--- config.mk ---
export PLATFORM = sky130hd
export DESIGN_NAME = ezr_cordic_cell
export DESIGN_NICKNAME = d
export VERILOG_FILES = /design/src/ezr_pkg.sv /design/src/ezr_cordic_cell.sv
export SDC_FILE = /design/constraint.sdc
export NUM_CORES = 1
export LEC_CHECK = 0
export CORE_AREA = 2 2 277 279
export DETAILED_ROUTE_END_ITERATION = 10
export DIE_AREA = 0 0 279 281
export DONT_BUFFER_PORTS = 1
export PLACE_DENSITY = 0.55
export SLEW_MARGIN = 0
export SYNTH_ARGS = -nofsm -noshare
export SYNTH_HDL_FRONTEND = slang
export SYNTH_SLANG_ARGS = --single-unit
--- constraint.sdc ---
create_clock -name clk -period 6 [get_ports clk]
set_input_delay 1.2 -clock clk [delete_from_list [all_inputs] [get_ports clk]]
set_output_delay 1.2 -clock clk [all_outputs]
set_load 0.02 [all_outputs]
--- src/ezr_pkg.sv ---
// Shared types, constants and rounding helpers for the ZXZ Euler rotation block.
// No dependencies; every other file imports this package.
package ezr_pkg;

  localparam int CORDIC_STEPS_DEF = 16;
  localparam int ATAN_ENTRIES     = 24;
  localparam int SQRT_BITS        = 31;

  localparam logic signed [33:0] HALF_PI_Q30  = 34'sd1686629713;
  localparam logic signed [33:0] PI_Q30       = 34'sd3373259426;
  localparam logic signed [33:0] CORDIC_GAIN  = 34'sd652032874;
  localparam logic signed [15:0] COS_ONE      = 16'sd16384;
  localparam logic signed [31:0] SAT_MAX      = 32'sh7FFFFFFF;
  localparam logic signed [31:0] SAT_MIN      = 32'sh80000000;

  typedef struct packed {
    logic signed [31:0] x;
    logic signed [31:0] y;
    logic signed [31:0] z;
  } vec_t;

  typedef struct packed {
    logic signed [15:0] c2;
    vec_t               v;
  } pay_t;

  typedef struct packed {
    pay_t               pay;
    logic signed [33:0] z1;
    logic signed [33:0] z3;
    logic               flip1;
    logic               flip3;
  } sq_side_t;

  typedef struct packed {
    pay_t               pay;
    logic signed [31:0] s2;
    logic               flip1;
    logic               flip3;
  } cd_side_t;

  typedef struct packed {
    logic signed [33:0] x1;
    logic signed [33:0] y1;
    logic signed [33:0] z1;
    logic signed [33:0] x3;
    logic signed [33:0] y3;
    logic signed [33:0] z3;
  } cd_st_t;

  function automatic logic signed [33:0] atan_q30(input logic [4:0] idx);
    logic signed [33:0] r;
    case (idx)
      5'd0:  r = 34'sh3243F6A8;
      5'd1:  r = 34'sh1DAC6705;
      5'd2:  r = 34'sh0FADBAFC;
      5'd3:  r = 34'sh07F56EA6;
      5'd4:  r = 34'sh03FEAB76;
      5'd5:  r = 34'sh01FFD55B;
      5'd6:  r = 34'sh00FFFAAA;
      5'd7:  r = 34'sh007FFF55;
      5'd8:  r = 34'sh003FFFEA;
      5'd9:  r = 34'sh001FFFFD;
      5'd10: r = 34'sh000FFFFF;
      5'd11: r = 34'sh0007FFFF;
      5'd12: r = 34'sh0003FFFF;
      5'd13: r = 34'sh0001FFFF;
      5'd14: r = 34'sh0000FFFF;
      5'd15: r = 34'sh00007FFF;
      5'd16: r = 34'sh00003FFF;
      5'd17: r = 34'sh00001FFF;
      5'd18: r = 34'sh00000FFF;
      5'd19: r = 34'sh000007FF;
      5'd20: r = 34'sh000003FF;
      5'd21: r = 34'sh000001FF;
      5'd22: r = 34'sh000000FF;
      5'd23: r = 34'sh0000007F;
      default: r = '0;
    endcase
    return r;
  endfunction

  // Round half up from Q.60 product to Q.30
  function automatic logic signed [37:0] rnd30(input logic signed [67:0] p);
    logic signed [67:0] t;
    t = (p + 68'sd536870912) >>> 30;
    return t[37:0];
  endfunction

  // Product with a Q1.14 cosine back to Q.30
  function automatic logic signed [37:0] rnd14(input logic signed [67:0] p);
    logic signed [67:0] t;
    t = (p + 68'sd8192) >>> 14;
    return t[37:0];
  endfunction

endpackage

--- src/ezr_cordic_cell.sv ---
// One rotation-mode CORDIC step for both Euler angles at once.
// Depends on ezr_pkg (arctangent table).
module ezr_cordic_cell
  import ezr_pkg::*;
#(
  parameter int STEP = 0
) (
  input  logic     clk,
  input  logic     rst_n,
  input  logic     en,
  input  logic     vld_i,
  input  cd_st_t   st_i,
  input  cd_side_t side_i,
  output logic     vld_o,
  output cd_st_t   st_o,
  output cd_side_t side_o
);

  localparam logic signed [33:0] ATAN = atan_q30(5'(STEP));

  cd_st_t st_nxt;

  always_comb begin
    st_nxt = st_i;
    if (!st_i.z1[33]) begin
      st_nxt.x1 = st_i.x1 - (st_i.y1 >>> STEP);
      st_nxt.y1 = st_i.y1 + (st_i.x1 >>> STEP);
      st_nxt.z1 = st_i.z1 - ATAN;
    end else begin
      st_nxt.x1 = st_i.x1 + (st_i.y1 >>> STEP);
      st_nxt.y1 = st_i.y1 - (st_i.x1 >>> STEP);
      st_nxt.z1 = st_i.z1 + ATAN;
    end
    if (!st_i.z3[33]) begin
      st_nxt.x3 = st_i.x3 - (st_i.y3 >>> STEP);
      st_nxt.y3 = st_i.y3 + (st_i.x3 >>> STEP);
      st_nxt.z3 = st_i.z3 - ATAN;
    end else begin
      st_nxt.x3 = st_i.x3 + (st_i.y3 >>> STEP);
      st_nxt.y3 = st_i.y3 - (st_i.x3 >>> STEP);
      st_nxt.z3 = st_i.z3 + ATAN;
    end
  end

  always_ff @(posedge clk) begin
    if (!rst_n) begin
      vld_o <= 1'b0;
    end else if (en) begin
      vld_o <= vld_i;
    end
  end

  always_ff @(posedge clk) begin
    if (en) begin
      st_o   <= st_nxt;
      side_o <= side_i;
    end
  end

endmodule

==> flow_summary.json <==
{
  "ctsHoldBuffers": 0,
  "track_usage": 0.217,
  "finalSetupViolCount": 0,
  "post_cts_resized": 0,
  "peakVddDrop_uv": 184,
  "p_sw_mw": 2.72,
  "syn_avg_cell_area_um2": 9.81,
  "post-place-ws_ps": 1450,
  "synth_edf_count": 348,
  "fp.dieH_um": 281,
  "tightest_slew_ps": 838,
  "viasPerCell": 5.70,
  "ys_async_sr_fraction": 0,
  "place.gp.congestion": 0.924,
  "insertion_delay_ps": 570,
  "firstDrtPassIters": 6,
  "place.port_buffers": 0,
  "fin_crit_sh": 0.679,
  "hp-class": "register to register",
  "fillers": 7517,
  "worstSetupPathType": "primary input to register",
  "core_area_mm2": 0.0754,
  "synth_cell_types": 82,
  "finClkSkew_ps": 0,
  "critPathArrivalTime_ps": 4370,
  "power.internal_mw": 5.26,
  "cts_tree": "built",
  "drive_above_1_share": 0.0415,
  "synth_top_area_frac": 0.417,
  "nNetsFinal": 3118,
  "yosysTopAreaCell": "edfxtp_1",
  "die_w_um": 279,
  "drtIter0Drc": 1742,
  "hold_violations": 0,
  "grt_start_max_net_pins": 350,
  "cap_violations": 0,
  "tns_ps": 0,
  "clockBufferDepth": 3,
  "design_area_mm2": 0.0273,
  "worstSetupStartpointType": "primary input",
  "leakagePower_nw": 10.8,
  "grt_pass1_wl_um": 129000,
  "synth_warnings": 0,
  "fin_ws_ps": 1930,
  "fmax_ghz": 0.245,
  "cts_buffers": 42,
  "start_util": 0.332,
  "ctsRootBufferMaster": "clkbuf_16",
  "cts_max_level": 2,
  "synth_area_leaders": "edfxtp_1, ha_1, a21oi_1",
  "cts_setup_buffers": 0,
  "dr.max_layer_used": "met5",
  "critPathMaxFanout": 13,
  "ys_ff_latch": 349,
  "p_clk_frac": 0.325,
  "wire_per_inst_um": 25.5,
  "syn_inst": 2552,
  "postRouteAntennaNets": 0,
  "relSlewSlack": 0.435,
  "finalMaxSlewViolations": 0,
  "grt_pass1_vias": 19400,
  "area_growth_pct": 8.95,
  "worstPathRequired_ps": 6290,
  "comb_power_share": 0.208,
  "route.met3.wl_um": 8660,
  "ys.flop_type": "edfxtp_1",
  "dp_hpwl_um": 71100,
  "wl_met1_um": 33500,
  "num_vias": 20000,
  "numClockSinks": 349,
  "min_period_ps": 4070,
  "rsz0062_at_grt": "false",
  "synth_area_mm2": 0.0250,
  "outcome": "completed",
  "synth-seq-area-share": 0.418,
  "switching_share": 0.341,
  "postSynthNetCount": 3170,
  "seq_power_share": 0.467,
  "p_per_area_mw_per_mm2": 293,
  "drt-total-wl_um": 89600,
  "drc": 0,
  "endpoint_kind": "register",
  "overflow": 0,
  "place_area_mm2": 0.0259,
  "grt_antenna_before_repair": 11,
  "ios": 705,
  "die-area_mm2": 0.0784,
  "rows": 101,
  "routed-wl-met2_um": 44000,
  "clk_pin_slew_worst_paths_ps": 60
}
## flip-flops by register name, indices dropped and copies added, names as in the netlist
signal / flops
st_o: 202
vld_o: 1
side_o: 146
## cell usage after synthesis (8+ instances only)
library cell,count
o21a_1,26
o211ai_1,21
edfxtp_1,348
nand3_1,33
nand4_1,25
nor4_1,14
a21oi_1,318
o31ai_1,18
or3_1,10
a2111oi_0,8
or2_2,10
nor2b_1,25
xnor2_1,144
buf_1,10
a211oi_1,35
ha_1,256
inv_1,221
o21bai_1,81
fa_1,8
a21boi_0,10
a31oi_1,25
and3_1,12
clkbuf_1,73
nor3_1,43
nand2b_1,34
o21ai_0,156
nor2_1,176
buf_2,14
nand2_1,108
and2_1,10
xor2_1,35
a21o_1,69
mux2i_1,25
## final cells by class
type	instances	area, µm²	share of cell area
Timing Repair Buffer	4	30.0	0.00110
Inverter	228	856	0.0314
Multi-Input combinational cell	1875	13300	0.488
Antenna cell	6	15.0	0.000550
Tap cell	978	1220	0.0449
Clock inverter	28	308	0.0113
Sequential cell	349	10500	0.384
Clock buffer	47	1070	0.0392
## critical path: stages
cell	delay [ps]
inv_1	20
ha_1	470
nor4_2	650
nand2_1	120
nor4_1	240
o21a_1	260
o21ai_1	170
o31ai_1	560
a21boi_0	310
a21oi_1	250
xnor2_1	110
## worst paths after layout
check | startpoint | slack, ps | to | cells past startpoint
worst min-delay path | vld_o | 620 | vld_o | 2
worst min register to register | vld_o | 620 | vld_o | 2
worst max register to register | vld_o | 5260 | vld_o | 2
worst max-delay path | st_i[51] | 1930 | st_o[59] | 11
## logic make-up after synthesis
kind of cell / synth area share
xor gates and xnor gates: 0.0626
adders and majority gates: 0.134
muxes: 0.0104
buffers and inverters: 0.0503
and+or+nand+nor: 0.103
DFF: 0.418
AOI/OAI and AO/OA: 0.221
## power groups by stage
| stage | clock network, mW | logic, mW | registers, mW |
|---|---|---|---|
| after detailed placement | 0 | 1.62 | 3.78 |
| after floorplan | 0 | 1.22 | 3.64 |
| final | 2.59 | 1.66 | 3.73 |
| after CTS | 2.67 | 1.64 | 3.74 |
| after global placement | 0 | 1.63 | 3.79 |
| after global routing | 2.74 | 1.82 | 3.75 |
## cell usage in the layout (no fill, tap or decap), types with 26 or more instances in the layout
cell type  instances
a211oi_1          35
a21oi_1          318
clkbuf_16         42
nor3_1            43
edfxtp_1         348
xnor2_1          144
a21o_1            69
inv_1            219
nor2_1           176
ha_1             256
nand2_1          108
nand2b_1          34
o21ai_0          156
nand3_1           33
o21bai_1          81
xor2_1            35
o21a_1            26
## through the flow
step                std cells  utilization  hold WS, ps  power (mW)
floorplan                2552            -          589        4.86
global placement         3434        0.343          618        5.42
detailed placement       3434        0.343          615        5.41
CTS                      3509        0.361          625        8.05
global route             3514        0.362          640        8.32
finish                   3515        0.362          625        7.98
## per-layer routing
layer  GRT usage  vias to the layer above
met5           0                        -
met4      0.0817                        4
met3      0.0684                      151
met2       0.380                      986
met1       0.247                     9655
li1            -                     9244
Note: power is estimated with default switching activity, not from simulation.
