===== src/ezr_pkg.sv =====
// Shared types, constants and rounding helpers for the ZXZ Euler rotation block.
// No dependencies; every other file imports this package.
package ezr_pkg;

  localparam int CORDIC_STEPS_DEF = 16;
  localparam int ATAN_ENTRIES     = 24;
  localparam int SQRT_BITS        = 31;

  localparam logic signed [33:0] HALF_PI_Q30  = 34'sd1686629713;
  localparam logic signed [33:0] PI_Q30       = 34'sd3373259426;
  localparam logic signed [33:0] CORDIC_GAIN  = 34'sd652032874;
  localparam logic signed [15:0] COS_ONE      = 16'sd16384;
  localparam logic signed [31:0] SAT_MAX      = 32'sh7FFFFFFF;
  localparam logic signed [31:0] SAT_MIN      = 32'sh80000000;

  typedef struct packed {
    logic signed [31:0] x;
    logic signed [31:0] y;
    logic signed [31:0] z;
  } vec_t;

  typedef struct packed {
    logic signed [15:0] c2;
    vec_t               v;
  } pay_t;

  typedef struct packed {
    pay_t               pay;
    logic signed [33:0] z1;
    logic signed [33:0] z3;
    logic               flip1;
    logic               flip3;
  } sq_side_t;

  typedef struct packed {
    pay_t               pay;
    logic signed [31:0] s2;
    logic               flip1;
    logic               flip3;
  } cd_side_t;

  typedef struct packed {
    logic signed [33:0] x1;
    logic signed [33:0] y1;
    logic signed [33:0] z1;
    logic signed [33:0] x3;
    logic signed [33:0] y3;
    logic signed [33:0] z3;
  } cd_st_t;

  function automatic logic signed [33:0] atan_q30(input logic [4:0] idx);
    logic signed [33:0] r;
    case (idx)
      5'd0:  r = 34'sh3243F6A8;
      5'd1:  r = 34'sh1DAC6705;
      5'd2:  r = 34'sh0FADBAFC;
      5'd3:  r = 34'sh07F56EA6;
      5'd4:  r = 34'sh03FEAB76;
      5'd5:  r = 34'sh01FFD55B;
      5'd6:  r = 34'sh00FFFAAA;
      5'd7:  r = 34'sh007FFF55;
      5'd8:  r = 34'sh003FFFEA;
      5'd9:  r = 34'sh001FFFFD;
      5'd10: r = 34'sh000FFFFF;
      5'd11: r = 34'sh0007FFFF;
      5'd12: r = 34'sh0003FFFF;
      5'd13: r = 34'sh0001FFFF;
      5'd14: r = 34'sh0000FFFF;
      5'd15: r = 34'sh00007FFF;
      5'd16: r = 34'sh00003FFF;
      5'd17: r = 34'sh00001FFF;
      5'd18: r = 34'sh00000FFF;
      5'd19: r = 34'sh000007FF;
      5'd20: r = 34'sh000003FF;
      5'd21: r = 34'sh000001FF;
      5'd22: r = 34'sh000000FF;
      5'd23: r = 34'sh0000007F;
      default: r = '0;
    endcase
    return r;
  endfunction

  // Round half up from Q.60 product to Q.30
  function automatic logic signed [37:0] rnd30(input logic signed [67:0] p);
    logic signed [67:0] t;
    t = (p + 68'sd536870912) >>> 30;
    return t[37:0];
  endfunction

  // Product with a Q1.14 cosine back to Q.30
  function automatic logic signed [37:0] rnd14(input logic signed [67:0] p);
    logic signed [67:0] t;
    t = (p + 68'sd8192) >>> 14;
    return t[37:0];
  endfunction

endpackage


===== src/ezr_sqrt_cell.sv =====
// One bit of a pipelined restoring square root; passes side data along.
// Depends on ezr_pkg.
module ezr_sqrt_cell
  import ezr_pkg::*;
#(
  parameter int BIT = 0
) (
  input  logic        clk,
  input  logic        rst_n,
  input  logic        en,
  input  logic        vld_i,
  input  logic [60:0] rem_i,
  input  logic [30:0] root_i,
  input  sq_side_t    side_i,
  output logic        vld_o,
  output logic [60:0] rem_o,
  output logic [30:0] root_o,
  output sq_side_t    side_o
);

  logic [62:0] trial;
  logic [62:0] rem_ext;
  logic        take;
  logic [60:0] rem_nxt;
  logic [30:0] root_nxt;

  always_comb begin
    trial    = ({32'd0, root_i} << (BIT + 1)) + (63'd1 << (2 * BIT));
    rem_ext  = {2'b00, rem_i};
    take     = rem_ext >= trial;
    rem_nxt  = take ? 61'(rem_ext - trial) : rem_i;
    root_nxt = take ? (root_i | (31'd1 << BIT)) : root_i;
  end

  always_ff @(posedge clk) begin
    if (!rst_n) begin
      vld_o <= 1'b0;
    end else if (en) begin
      vld_o <= vld_i;
    end
  end

  always_ff @(posedge clk) begin
    if (en) begin
      rem_o  <= rem_nxt;
      root_o <= root_nxt;
      side_o <= side_i;
    end
  end

endmodule


===== config.mk =====
export PLATFORM = sky130hd
export DESIGN_NAME = ezr_sqrt_cell
export DESIGN_NICKNAME = d
export VERILOG_FILES = /design/src/ezr_pkg.sv /design/src/ezr_sqrt_cell.sv
export SDC_FILE = /design/constraint.sdc
export NUM_CORES = 1
export LEC_CHECK = 0
export BUFFER_PORTS_ARGS = -buffer_cell sky130_fd_sc_hd__buf_2
export CAP_MARGIN = 20
export CORE_AREA = 8 8 212 214
export DETAILED_ROUTE_END_ITERATION = 8
export DIE_AREA = 0 0 220 222
export HOLD_SLACK_MARGIN = 0.12
export SYNTH_ARGS = -nofsm -noshare
export SYNTH_HDL_FRONTEND = slang
export SYNTH_SLANG_ARGS = --single-unit

===== constraint.sdc =====
create_clock -name clk -period 3.53 [get_ports clk]
set_input_delay 0.706 -clock clk [delete_from_list [all_inputs] [get_ports clk]]
set_output_delay 0.706 -clock clk [all_outputs]
set_load 0.05 [all_outputs]

==> results.json, run 1 <==
{
  "area_delta_synth_final_pct": 45.1,
  "cellLeakagePower_nw": 7.05,
  "post_synth.cell_area_avg_um2": 14.9,
  "cellPowerDensity_mw_per_mm2": 591,
  "synth_compound_area_frac": 0.0712,
  "yosysMostFrequentCell": "edfxtp_1",
  "synth_simple_gate_area_frac": 0.0915,
  "die_area_mm2": 0.0488,
  "switching_share": 0.321,
  "synth_edf_count": 274,
  "cts_tree": "yes",
  "cp-start-kind": "primary input",
  "synthesis.area_mm2": 0.0113,
  "power_switching_w": 0.00312,
  "die_w_um": 220,
  "synth_seq_cells": 275,
  "synth_fa_ha_area_frac": 0.0371,
  "hold_viol": 0,
  "place_area_mm2": 0.0153,
  "worstPathRequired_ns": 3.79,
  "dpl.cell_count": 1906,
  "synthesis.nets": 1070,
  "clock_latency_ns": 0.53,
  "p_seq_frac": 0.413,
  "startpoint": "rem_i[47]",
  "synthMuxAreaShare": 0.00309,
  "setup_violations": 0,
  "cp-end-kind": "register",
  "rsz0062_at_grt": "false",
  "post_cts.repair.setup_buffers": 0,
  "grt_pass1_vias": 9554,
  "grt_remaining_overflow": 0,
  "ctsResizeCount": 0,
  "root_buffer": "clkbuf_16",
  "ctsHtreeMaxLevel": 2,
  "fillCellCount": 4033,
  "path_class": "in -> reg",
  "rows": 75,
  "vias": 9028,
  "holdWs_ns": 0.347,
  "core_area_mm2": 0.0415,
  "final_core_util": 0.396,
  "ys_seq_area_frac": 0.728,
  "crit_fanout": 14,
  "drtIter0Drc": 473,
  "finalClockSkew_ns": 0,
  "yosys.area_share.xor_xnor": 0.0447,
  "io_buffers": 552,
  "design_area_mm2": 0.0164,
  "fmax_ghz": 0.313,
  "hold_buffers": 0,
  "io_pins": 553,
  "p_total_w": 0.00972,
  "rr_startpoint": "vld_o",
  "p_int_w": 0.00660,
  "dp_hpwl_um": 40500,
  "post-route-period-util": 0.905,
  "drt-total-wl_um": 49200,
  "synth_cell_type_count": 62,
  "drive_gt1_frac": 0.485,
  "antenna_left": 0,
  "finalNetCount": 1715,
  "synth_top_family_by_area": "simple AND/OR/NAND/NOR gates",
  "comb_power_share": 0.226,
  "grtUsageTotal": 0.192,
  "dr.pass1.iters": 4,
  "path_clk_slew_ns": 0.06,
  "status": "finished, final reports clean",
  "ys.flop_type": "edfxtp_1",
  "yosysTopAreaCell": "edfxtp_1",
  "grt_pass1_wl_um": 67800,
  "cts-buffers-inserted": 35,
  "remaining_drc_errors": 0,
  "slew_headroom": 0.556,
  "cts_sinks": 275,
  "wire_per_inst_um": 25.0,
  "clockPowerShare": 0.360,
  "cp.arrival_ns": 3.46,
  "initial_core_util": 0.273,
  "slew_violations": 0,
  "grt_max_degree": 80,
  "dieHeight_um": 222,
  "hp-class": "in -> reg",
  "fin_crit_ns": 3.20,
  "syn_inst": 759,
  "synth_common_cells": "edfxtp_1 (274), nor2_1 (56), a21oi_1 (53), nand2_1 (42), inv_1 (41)",
  "synth_area_leaders": "edfxtp_1 (73%), ha_1 (3.5%), xnor2_1 (2.6%)",
  "stdcell_count": 1973,
  "viasPerCell": 4.58,
  "synth_top_area_frac": 0.726,
  "irDropWorstVdd_v": 0.000355,
  "clockBufferDepth": 3,
  "cap_violations": 0,
  "place_congestion": 0.885,
  "worstMarginPinSlew_ns": 0.667,
  "antenna_found_initial": 25,
  "min-delay-start": "side_i[177]",
  "synth-async-reset-ratio": 0,
  "ys_warn_count": 0
}
through the flow:
step / TNS [ns] / worst slack (ns)
detailed placement: -5.10 / -0.189
CTS: 0 / 0.385
finish: 0 / 0.335
global route: 0 / 0.271
global placement: -3.95 / -0.151
floorplan: 0 / 0.0891
state kept, by name (all words and copies together) (netlist names):
signal	flops
vld_o	1
root_o	31
side_o	182
rem_o	61
per-layer routing:
| metal | GRT usage | vias to the layer above | wire length (um) |
|---|---|---|---|
| met5 | 0 | - | 177 |
| met3 | 0.0868 | 103 | 5390 |
| li1 | - | 4180 | - |
| met1 | 0.192 | 4323 | 16900 |
| met2 | 0.338 | 394 | 24700 |
| met4 | 0.0845 | 28 | 2080 |
worst max-delay path, stage by stage:
cell and delay (ns):
buf_2 0.11, or4_4 0.53, or4_4 0.48, nor4_4 0.17
o21ai_1 0.11, or4b_4 0.57, or2_1 0.28, buf_12 0.15
buf_4 0.19, nor2_1 0.10, a21oi_1 0.05
final cells by class:
class,instances,area (um2),share of cell area
flip-flops and latches,275,8250,0.502
inverters,41,154,0.00936
well taps,539,674,0.0410
multi-input cells,424,2810,0.171
clock buffers,41,898,0.0546
clock inverters,16,210,0.0128
diodes,10,25.0,0.00152
repair buffers,627,3420,0.208
path summary, 6_finish.rpt:
kind | to | slack [ns] | cells after the start
min reg2reg | vld_o | 0.53 | 2
max reg2reg | vld_o | 2.94 | 2
max | rem_o[2] | 0.33 | 11
min | side_o[177] | 0.35 | 1
cell families after synthesis:
logic type	Yosys count
buffers and inverters	60
adder cells (fa/ha/maj)	33
AND/OR/NAND/NOR	195
XOR/XNOR	57
AO/OA/AOI/OAI	136
flip-flops	275
multiplexers	3
power by group through the flow:
| stage | Clock, W | Sequential, W | Combinational, W |
|---|---|---|---|
| detailed placement | 0 | 0.00408 | 0.00222 |
| global placement | 0 | 0.00408 | 0.00221 |
| CTS | 0.00363 | 0.00402 | 0.00223 |
| floorplan | 0 | 0.00511 | 0.000358 |
| global route | 0.00375 | 0.00405 | 0.00231 |
| finish | 0.00350 | 0.00402 | 0.00220 |
cells in the final DEF (no fill, tap or decap), types with 4 or more instances in the layout:
master     count
buf_2        551
edfxtp_1     274
buf_4         68
nor2_1        56
a21oi_1       53
nand2_1       42
inv_1         41
o21ai_0       38
clkbuf_16     35
xnor2_1       33
ha_1          32
xor2_1        23
nand3_1       16
nand4_1       14
nor3_1        12
nor4_1        12
diode_2       10
buf_12         7
a21o_1         6
clkbuf_1       6
o211ai_1       5
nor2b_1        5
o21bai_1       4
or4_1          4
nand2b_1       4
a211oi_1       4
and3_1         4
bufinv_16      4
(Power assumes the default switching activity.)
==> inputs of run 2 (changes only) <==
PLACE_DENSITY = 0.56   (was default)
==> run 2 against run 1 <==
- critical path depth decreased by 1
- clock-buffer cell count unchanged
- first-iteration DRC count up 47%
- clock skew is the same
- via count increased by 1.0%
- setup slack gained 0.0087 ns
- design area down 0.40%
- critical path type unchanged
- largest cell class unchanged
- highest routed layer unchanged
==> results.json, run 2 (synthesis results as in run 1) <==
{
  "critPathSlowestCell": "or4b_4",
  "path_class": "in -> reg",
  "critical_path.max_stage_delay_ns": 0.57,
  "dp_hpwl_um": 39400,
  "ff_latch_area_mm2": 0.00825,
  "dp_slack_ns": -0.210,
  "hold_viol": 0,
  "worstMarginPinSlew_ns": 0.569,
  "drtIter0Drc": 693,
  "drt-total-wl_um": 47900,
  "io_buffers": 552,
  "hp-class": "in -> reg",
  "slew_violations": 0,
  "cellPowerDensity_mw_per_mm2": 581,
  "crit_fanout": 22,
  "cp-endpoint": "rem_o[4]",
  "slew_headroom": 0.617,
  "area_delta_synth_final_pct": 44.5,
  "rrSetupSlack_ns": 2.93,
  "io_pins": 553,
  "ctsResizeCount": 0,
  "vias": 9121,
  "place_congestion": 0.842,
  "grtUsageTotal": 0.187,
  "holdWs_ns": 0.348,
  "cts_sinks": 275,
  "dieHeight_um": 222,
  "power_switching_w": 0.00307,
  "fin_crit_ns": 3.19,
  "final_core_util": 0.395,
  "die_w_um": 220,
  "antenna_left": 0,
  "path_common_cell": "or4_4",
  "rows": 75,
  "rr_startpoint": "vld_o",
  "post_cts.repair.setup_buffers": 0,
  "regMostFlops": "side_o",
  "die_area_mm2": 0.0488,
  "finalNetCount": 1718,
  "status": "finished, final reports clean",
  "wire_per_inst_um": 24.2,
  "r2r_cells": 2,
  "hold_buffers": 0,
  "comb_power_share": 0.232,
  "dpl.cell_count": 1910,
  "initial_core_util": 0.273,
  "startpoint": "rem_i[47]",
  "reg_top3": "side_o: 182 flops, rem_o: 61 flops, root_o: 31 flops",
  "grt_remaining_overflow": 0,
  "worstPathRequired_ns": 3.82,
  "fin_setup_tns_ns": 0,
  "ctsHtreeMaxLevel": 2,
  "grt_max_degree": 81,
  "cp-start-kind": "primary input",
  "clockBufferDepth": 3,
  "mostFrequentLayoutCells": "buf_2 (551), edfxtp_1 (274), buf_4 (74)",
  "root_buffer": "clkbuf_16",
  "r2r_end": "vld_o",
  "cts-buffers-inserted": 34,
  "p_int_w": 0.00644,
  "drive_gt1_frac": 0.483,
  "finalClockSkew_ns": 0,
  "switching_share": 0.323,
  "antenna_found_initial": 27,
  "setup_violations": 0,
  "viasPerCell": 4.61,
  "final_common_cell": "buf_2",
  "p_seq_frac": 0.422,
  "grt_pass1_wl_um": 66800,
  "stdcell_count": 1980,
  "fmax_ghz": 0.314,
  "cellLeakagePower_nw": 7.04,
  "cap_violations": 0,
  "clockPowerShare": 0.346,
  "cp-end-kind": "register",
  "irDropWorstVdd_v": 0.000334,
  "core_area_mm2": 0.0415,
  "remaining_drc_errors": 0,
  "crit_chain": "buf_2, or4_4, or4_4, nor4_4, o21ai_1, or4b_4, nor2_2, buf_4, a211oi_1, a21o_1",
  "cp.arrival_ns": 3.47,
  "path_clk_slew_ns": 0.06,
  "largest_register_ffs": 182,
  "grt_pass1_vias": 9565,
  "cts_tree": "yes",
  "fin_ws_ns": 0.343,
  "post-route-period-util": 0.903,
  "dr.pass1.iters": 5,
  "multiInputGateArea_mm2": 0.00281,
  "rsz0062_at_grt": "false",
  "fillCellCount": 4037,
  "clock_latency_ns": 0.53
}
run 2: changes by cell type in the layout (fill, tap and decap cells not counted), sizes merged:
cell      previous run  this run
buf                627       631
clkinv               9        12
bufinv               4         2
clkinvlp             3         1
diode               10        12
inv                 41        43
run 2: power groups by stage:
stage	sequential, W	combinational [W]	clock (W)
2_1_floorplan	0.00511	0.000358	0
3_3_place_gp	0.00407	0.00221	0
3_5_place_dp	0.00408	0.00223	0
4_1_cts	0.00402	0.00224	0.00341
5_1_grt	0.00404	0.00231	0.00351
6_report	0.00401	0.00220	0.00329
run 2: worst min path at each step:
stage,from,endpoint,cells after the start
after global placement,vld_o,vld_o,2
after floorplan,vld_o,vld_o,2
after detailed placement,vld_o,vld_o,2
final,side_i[38],side_o[38],1
after CTS,side_i[154],side_o[154],1
after global routing,side_i[19],side_o[19],1
run 2: worst max-delay path, delay by kind of cell:
family | cells | cell delay, ns
compound gates | 3 | 0.32
simple gates | 5 | 2.03
buf+inv | 2 | 0.41
run 2: layout make-up:
type / count / area share
tap: 539 / 0.0412
antenna: 12 / 0.00183
sequential: 275 / 0.504
timing repair buffer: 631 / 0.209
inverter: 41 / 0.00940
clock buffer: 41 / 0.0549
multi-input combinational: 424 / 0.171
clock inverter: 17 / 0.00818
run 2: through the flow:
step | instance area, um2 | total power (W)
2_1_floorplan | 11300 | 0.00547
3_3_place_gp | 15300 | 0.00629
3_5_place_dp | 15300 | 0.00631
4_1_cts | 16300 | 0.00967
5_1_grt | 16300 | 0.00987
6_report | 16400 | 0.00951
run 2: routing by layer:
| layer | global-route usage | vias up | share of wire |
|---|---|---|---|
| li1 | - | 4186 | - |
| met5 | 0 | - | 0.0047 |
| met4 | 0.0526 | 32 | 0.025 |
| met3 | 0.0827 | 99 | 0.11 |
| met1 | 0.192 | 4407 | 0.34 |
| met2 | 0.339 | 397 | 0.52 |
